==> src/design/crc8rf_pkg.sv <==
// shared types, constants and crc step function for the reply frame checker
package crc8rf_pkg;

	localparam logic [15:0] MAX_FRAME_LEN_RST = 16'd1024;
	localparam logic [15:0] PAYLOAD_FIRST     = 16'd6;
	localparam logic [15:0] HOLD_DEPTH        = 16'd2;
	localparam logic [7:0]  CRC_POLY_REFL     = 8'h8c;

	localparam int QDEPTH = 3;

	localparam logic KIND_PAYLOAD = 1'b0;
	localparam logic KIND_VERDICT = 1'b1;

	typedef struct packed {
		logic [7:0] byte_in;
		logic       frame_end;
	} in_word_t;

	typedef struct packed {
		logic        kind;
		logic [7:0]  payload_byte;
		logic        frame_ok;
		logic [15:0] payload_count;
		logic        run_end;
	} out_word_t;

	typedef struct packed {
		logic [1:0] num;
		out_word_t  first;
		out_word_t  second;
	} qpush_t;

	typedef struct packed {
		logic not_empty;
		logic near_full;
	} qstat_t;

	// one table step of crc-8/maxim (reflected 0x31)
	function automatic logic [7:0] crc_step(input logic [7:0] idx);
		logic [7:0] c;
		c = idx;
		for (int i = 0; i < 8; i++) begin
			c = c[0] ? ((c >> 1) ^ CRC_POLY_REFL) : (c >> 1);
		end
		return c;
	endfunction

endpackage

==> src/design/crc8rf_outq.sv <==
// three-word result queue, up to two words pushed and one popped per cycle
module crc8rf_outq (
	input  logic                  clk,
	input  logic                  arst_n,
	input  crc8rf_pkg::qpush_t    push,
	input  logic                  pop,
	output crc8rf_pkg::out_word_t head,
	output crc8rf_pkg::qstat_t    stat
);

	crc8rf_pkg::out_word_t ent_q [crc8rf_pkg::QDEPTH];
	crc8rf_pkg::out_word_t ent_d [crc8rf_pkg::QDEPTH];
	logic [1:0] count_q;
	logic [1:0] count_d;
	logic [1:0] base;

	always_comb begin
		ent_d = ent_q;
		base  = count_q;
		if (pop) begin
			for (int i = 0; i < crc8rf_pkg::QDEPTH - 1; i++) begin
				ent_d[i] = ent_q[i + 1];
			end
			base = count_q - 2'd1;
		end
		for (int i = 0; i < crc8rf_pkg::QDEPTH; i++) begin
			if (push.num != 2'd0 && 2'(i) == base) begin
				ent_d[i] = push.first;
			end
			if (push.num == 2'd2 && 2'(i) == base + 2'd1) begin
				ent_d[i] = push.second;
			end
		end
		count_d = base + push.num;
	end

	always_ff @(posedge clk) begin
		ent_q <= ent_d;
	end

	always_ff @(posedge clk or negedge arst_n) begin
		if (!arst_n) begin
			count_q <= 2'd0;
		end else begin
			count_q <= count_d;
		end
	end

	assign head           = ent_q[0];
	assign stat.not_empty = (count_q != 2'd0);
	assign stat.near_full = (count_q >= 2'd2);

endmodule

==> config.mk <==
export PLATFORM = sky130hd
export DESIGN_NAME = crc8rf_outq
export DESIGN_NICKNAME = d
export VERILOG_FILES = /design/src/design/crc8rf_pkg.sv /design/src/design/crc8rf_outq.sv
export SDC_FILE = /design/constraint.sdc
export NUM_CORES = 1
export LEC_CHECK = 0
export ABC_CLOCK_PERIOD_IN_PS = 5900
export BUFFER_PORTS_ARGS = -buffer_cell sky130_fd_sc_hd__buf_2
export CORE_ASPECT_RATIO = 0.5
export CORE_UTILIZATION = 40
export CTS_CLUSTER_DIAMETER = 80
export DETAILED_ROUTE_END_ITERATION = 12
export GPL_ROUTABILITY_DRIVEN = 0
export PLACE_DENSITY = 0.71
export SYNTH_ARGS = -nofsm -noshare
export SYNTH_HDL_FRONTEND = slang
export SYNTH_SLANG_ARGS = --single-unit
==> constraint.sdc <==
create_clock -name clk -period 5.9 [get_ports clk]
set_input_delay 1.18 -clock clk [delete_from_list [all_inputs] [get_ports clk]]
set_output_delay 1.18 -clock clk [all_outputs]
set_load 0.03 [all_outputs]
==> out/summary.txt, run 1 <==
Mapped Cells - 356
cts hold-fix bufs - 0
ant diodes - 0
top cell type's share of synthesized area - 54.2%
DR vias - 2,753
starting density of the core - 42.6%
Power Dens Cells - 546 mW/mm²
CTS root buf - clkbuf_16
fillers - 948
Sw Ratio - 35.7%
DRT antenna net count - 0
syn nets - 417
Std-Cell Rows - 26
WP data required - 5910 ps
Buf+Inv Stages, Crit Path - 3
Syn Std Cell Area - 0.00449 mm²
Die Area - 0.0117 mm²
Clock Tree Buf Depth - 2
R2R Path Start - count_q[0]
register share of total power - 40.2%
Rel. slew slack - 28.5%
Clock Power Share - 19.5%
wire per inst - 15.6 µm
Least-Margin Pin Slew - 1070 ps
FF/Latch Area - 0.00248 mm²
crit path cell chain - buf_2 > nor3b_1 > o21a_1 > buf_4 > o21bai_2 > buf_4
Via density - 4.95
reg2reg end - ent_q[53]
VDD IR max - 0.262 mV
CP Launch Type - input port
CTS tree - done
Die Y - 76.9 µm
crit-path max FO - 28
r2r setup slk - 3020 ps
flops & latches, synth - 83
gr usage total - 15.2%
Port Buffers - 87
drt pass-1 iters - 4
Remaining Overflow, GRT - 0
Hold Path Class - in2async
r2r worst-path depth - 6
final hold vios - 0
initial antenna violation count - 0
CP max stage delay - 430 ps
GR Layer Usage met1 - 20.0%
highest clock rate - 0.332 GHz
combinational share of power - 40.3%
met2 usage - 25.2%
initial drt markers - 164
Clock Latency Late Sink - 330 ps
vias in the first global route - 2,721
Synth warnings - 0
Final min period - 3020 ps
Yosys cell types - 33
CP endpoint - ent_q[13]
share of cells above drive strength 1 - 34.1%
# nets final - 473
WP depth - 6
Final HPWL DP - 5640 µm
Routed WL - 8700 µm
Seq/Total Area, Yosys - 55.3%
CP Class - in2reg
Slowest-stage cell, CP - nor3b_1
Max Cap Viol - 0
post-cts resize count - 0
post-CTS setup buffers - 0
Worst Setup SP - pop
status - finished, final reports clean
H-tree levels - 3
largest net degree at the start of global routing - 56
Net Sw Power - 0.000994 W
first-pass GRT wire length - 14,100 µm
critical path's most frequent cell - buf_4
Sink Count - 83
Area Overhead vs Synth - 13.6%
post-synth top area cell - edfxtp_1
area taken by multi-input logic gates - 0.00166 mm²
Synth area leaders - edfxtp_1, mux2i_1, buf_4, mux2_1, nor2_1
Die Span X - 152 µm
Layout Cells excl Fill - 556
setup TNS - 0 ps
cts bufs inserted - 9
Inst Count DP - 541
P_int - 0.00179 W
Ports - 88
GRT Max-Usage Layer - met2
Final Max Tran Viols - 0
Worst-path clk slew - 60 ps
met3 Use GR - 3.84%
final clock period utilization by the worst path - 51.1%
Power Total - 0.00278 W
Arr. time, crit path - 3020 ps
Avg Cell Area, Syn - 12.6 µm²
Pleak - 2.07 nW
# setup viols final - 0
CP endpoint kind - flip-flop
RSZ-0062 raised after global routing - false
Core ar. - 0.0105 mm²
Remaining DRCs - 0
CP top delay family - buffers and inverters
Fin Clk Skew - 8.58 ps
==> sequential cells by signal (all words and copies together) (netlist names) <==
name	cells
count_q	2
ent_q	54
head	27
==> logic make-up (layout without fill, tap and decap cells) <==
| group | after synthesis | in the layout | synth area share, % |
|---|---|---|---|
| AOI/OAI and AO/OA | 63 | 63 | 9.28 |
| xor gates and xnor gates | 4 | 4 | 0.781 |
| adders and majority gates | 2 | 2 | 0.557 |
| buffers and inverters | 52 | 112 | 8.28 |
| DFF | 83 | 83 | 55.3 |
| muxes | 81 | 81 | 18.8 |
| and+or+nand+nor | 71 | 71 | 6.97 |
==> power by group through the flow <==
stage / clock [W] / sequential [W] / combinational (W)
finish: 0.000542 / 0.00112 / 0.00112
global placement: 0 / 0.00113 / 0.00111
CTS: 0.000554 / 0.00112 / 0.00113
global route: 0.000573 / 0.00115 / 0.00121
detailed placement: 0 / 0.00113 / 0.00113
floorplan: 0 / 0.00111 / 0.00103
==> worst register-to-register path, cell delays in order, from the launching register on <==
cell	delay [ps]
dfrtp_1	560
inv_1	120
ha_1	400
nand3_1	180
a21bo_2	870
nand3b_1	160
buf_4	300
==> cells in the mapped netlist (all sizes together) <==
| library cell | number |
|---|---|
| o21bai | 1 |
| a21bo | 1 |
| mux2 | 27 |
| o22ai | 1 |
| nor3 | 1 |
| xnor2 | 4 |
| a21oi | 58 |
| dfrtp | 2 |
| nor2b | 2 |
| and3 | 1 |
| or3b | 1 |
| o21ai | 1 |
| ha | 2 |
| mux2i | 54 |
| nor3b | 2 |
| o21a | 1 |
| nand3b | 1 |
| edfxtp | 81 |
| or3 | 1 |
| inv | 3 |
| nor2 | 57 |
| buf | 48 |
| clkbuf | 1 |
| nand2 | 1 |
| or2 | 1 |
| and3b | 2 |
| nand3 | 1 |
==> final cells by class <==
cell class	instances	area share [%]
repair buffers	94	9.57
clock buffers	10	4.49
multi-input cells	221	32.5
clock inverters	5	1.08
well taps	140	3.43
flip-flops and latches	83	48.7
inverters	3	0.221
==> placed cells by master, fill, tap and decap left out, types with 3 or more instances in the layout <==
| cell | n |
|---|---|
| buf_2 | 87 |
| edfxtp_1 | 81 |
| nor2_1 | 57 |
| mux2i_1 | 54 |
| a21oi_1 | 37 |
| a21oi_2 | 20 |
| mux2_1 | 19 |
| clkbuf_16 | 9 |
| mux2_2 | 8 |
| buf_4 | 7 |
| xnor2_1 | 4 |
| inv_1 | 3 |
==> how the worst min path moves through the flow <==
| stage | to | slack, ps | cells past startpoint |
|---|---|---|---|
| 2_1_floorplan | head[0] | 590 | 2 |
| 3_5_place_dp | head[3] | 610 | 2 |
| 3_3_place_gp | ent_q[27] | 600 | 2 |
| 4_1_cts | count_q[0] | 620 | 1 |
| 6_report | count_q[0] | 630 | 1 |
| 5_1_grt | count_q[1] | 620 | 1 |
==> per-stage QoR <==
stage,worst slack (ps),util (%),hold WS (ps),area (µm²)
6_report,2880,48.4,625,5100
4_1_cts,2880,48.4,618,5100
3_3_place_gp,2560,45.7,603,4820
3_5_place_dp,2540,45.7,613,4820
2_1_floorplan,2670,-,587,4490
5_1_grt,2720,48.4,618,5100
==> per-layer routing <==
metal	wire (µm)	vias up
li1	-	1372
met3	337	2
met5	0	-
met4	14	0
met1	4130	1322
met2	4220	57
Power figures use the tool's default switching activity.
==> run 2, diff against run 1 <==
- ABC_CLOCK_PERIOD_IN_PS: 5900 -> 2700
- PLACE_DENSITY: 0.71 -> 0.73
- clock period: 5.9 -> 2.7 ns (I/O delays scaled with it)
==> run 2 against run 1 <==
Register-to-register slack worse by 2500 ps. Sequential share of layout area shrank 1.5 points. Cell area grew 3.2%. Clock power grew 140%. Worst hold slack got worse by 150 ps. Critical path type is now reg2reg.
==> out/summary.txt, run 2 (synthesized netlist as in run 1, its figures left out) <==
# setup viols final - 0
most common cell after layout, fill and taps aside - buf_2
CP endpoint kind - flip-flop
r2r setup slk - 480 ps
status - finished, final reports clean
hold slack - 480 ps
post-CTS setup buffers - 0
register share of total power - 38.1%
drt pass-1 iters - 4
initial drt markers - 156
cts bufs inserted - 9
VDD IR max - 0.487 mV
Remaining Overflow, GRT - 0
starting density of the core - 42.6%
Via density - 5.01
Ports - 88
most frequent cells in the layout - buf_2, edfxtp_1, nor2_1
Sink Count - 83
cts hold-fix bufs - 1
DR vias - 2,806
Die Area - 0.0117 mm²
wire per inst - 15.4 µm
Routed WL - 8600 µm
CP Launch Type - flip-flop
setup TNS - 0 ps
R2R Path Start - count_q[1]
first-pass GRT wire length - 14,000 µm
crit-path max FO - 28
Net Sw Power - 0.00222 W
Pleak - 2.14 nW
Clock Latency Late Sink - 340 ps
Max Cap Viol - 0
Hold Path Class - in2reg
ant diodes - 0
# nets final - 477
Final Max Tran Viols - 0
Core ar. - 0.0105 mm²
initial antenna violation count - 2
final clock period utilization by the worst path - 82.4%
Remaining DRCs - 0
Sw Ratio - 34.9%
WP data required - 2740 ps
reg2reg end - ent_q[9]
RSZ-0062 raised after global routing - false
CTS tree - done
Die Y - 76.9 µm
highest clock rate - 0.450 GHz
final hold vios - 0
Least-Margin Pin Slew - 443 ps
vias in the first global route - 2,774
Rel. slew slack - 70.4%
share of cells above drive strength 1 - 35.2%
Clock Power Share - 20.6%
Fin Clk Skew - 7.48 ps
Area Overhead vs Synth - 17.3%
CP Class - reg2reg
Hold Crit Depth - 2
Top reg by flops - ent_q
Arr. time, crit path - 2260 ps
Final HPWL DP - 5530 µm
post-cts resize count - 0
Largest register FFs - 54
CTS root buf - clkbuf_16
Final min period - 2220 ps
r2r worst-path depth - 7
combinational share of power - 41.3%
Power Total - 0.00635 W
Std-Cell Rows - 26
Clock Tree Buf Depth - 2
H-tree levels - 3
Die Span X - 152 µm
Util after Layout - 49.9%
largest net degree at the start of global routing - 55
gr usage total - 15.3%
DRT antenna net count - 0
CP endpoint - ent_q[9]
Worst-path clk slew - 60 ps
P_int - 0.00413 W
Worst Setup SP - count_q[1]
Power Dens Cells - 1210 mW/mm²
Port Buffers - 87
[run 2: how the worst min path moves through the flow]
stage,startpoint,endpoint,slack [ps]
floorplan,arst_n,count_q[0],240
global route,push[55],count_q[1],500
finish,push[55],count_q[1],480
global placement,arst_n,count_q[0],330
CTS,push[55],count_q[1],470
detailed placement,arst_n,count_q[0],330
[run 2: per-stage QoR]
| stage | setup slack [ps] | area [µm²] | instances |
|---|---|---|---|
| floorplan | 47.9 | 4510 | 356 |
| global placement | 421 | 4940 | 544 |
| detailed placement | 389 | 4940 | 544 |
| CTS | 469 | 5260 | 560 |
| global route | 340 | 5260 | 560 |
| finish | 476 | 5260 | 560 |
[run 2: worst max-delay path, cell delays in order, from the launching register on]
cell and delay, ps:
dfrtp_1 490, inv_1 120, ha_4 310, and3b_1 220
o21a_1 180, buf_12 210, o21bai_2 170, buf_12 210
[run 2: per-layer routing]
metal / global-route usage [%] / part of all wire [%] / vias up
met5: 0 / 0.31 / -
met4: 5.40 / 1.0 / 4
met3: 4.35 / 4.5 / 11
met2: 25.2 / 48 / 56
met1: 19.4 / 46 / 1348
li1: - / - / 1387
[run 2: final cells by class]
cell class,instances,area [µm²]
Clock inverter,6,90.1
Inverter,3,11.3
Fill cell,953,5280
Multi-Input combinational cell,221,1670
Tap cell,140,175
Timing Repair Buffer,98,608
Sequential cell,83,2480
Clock buffer,9,225
[run 2: power by group through the flow]
| stage | registers [W] | logic, W | clock network, W |
|---|---|---|---|
| finish | 0.00242 | 0.00262 | 0.00131 |
| global route | 0.00248 | 0.00284 | 0.00137 |
| CTS | 0.00243 | 0.00265 | 0.00133 |
| detailed placement | 0.00245 | 0.00264 | 0 |
| global placement | 0.00244 | 0.00260 | 0 |
| floorplan | 0.00242 | 0.00230 | 0 |
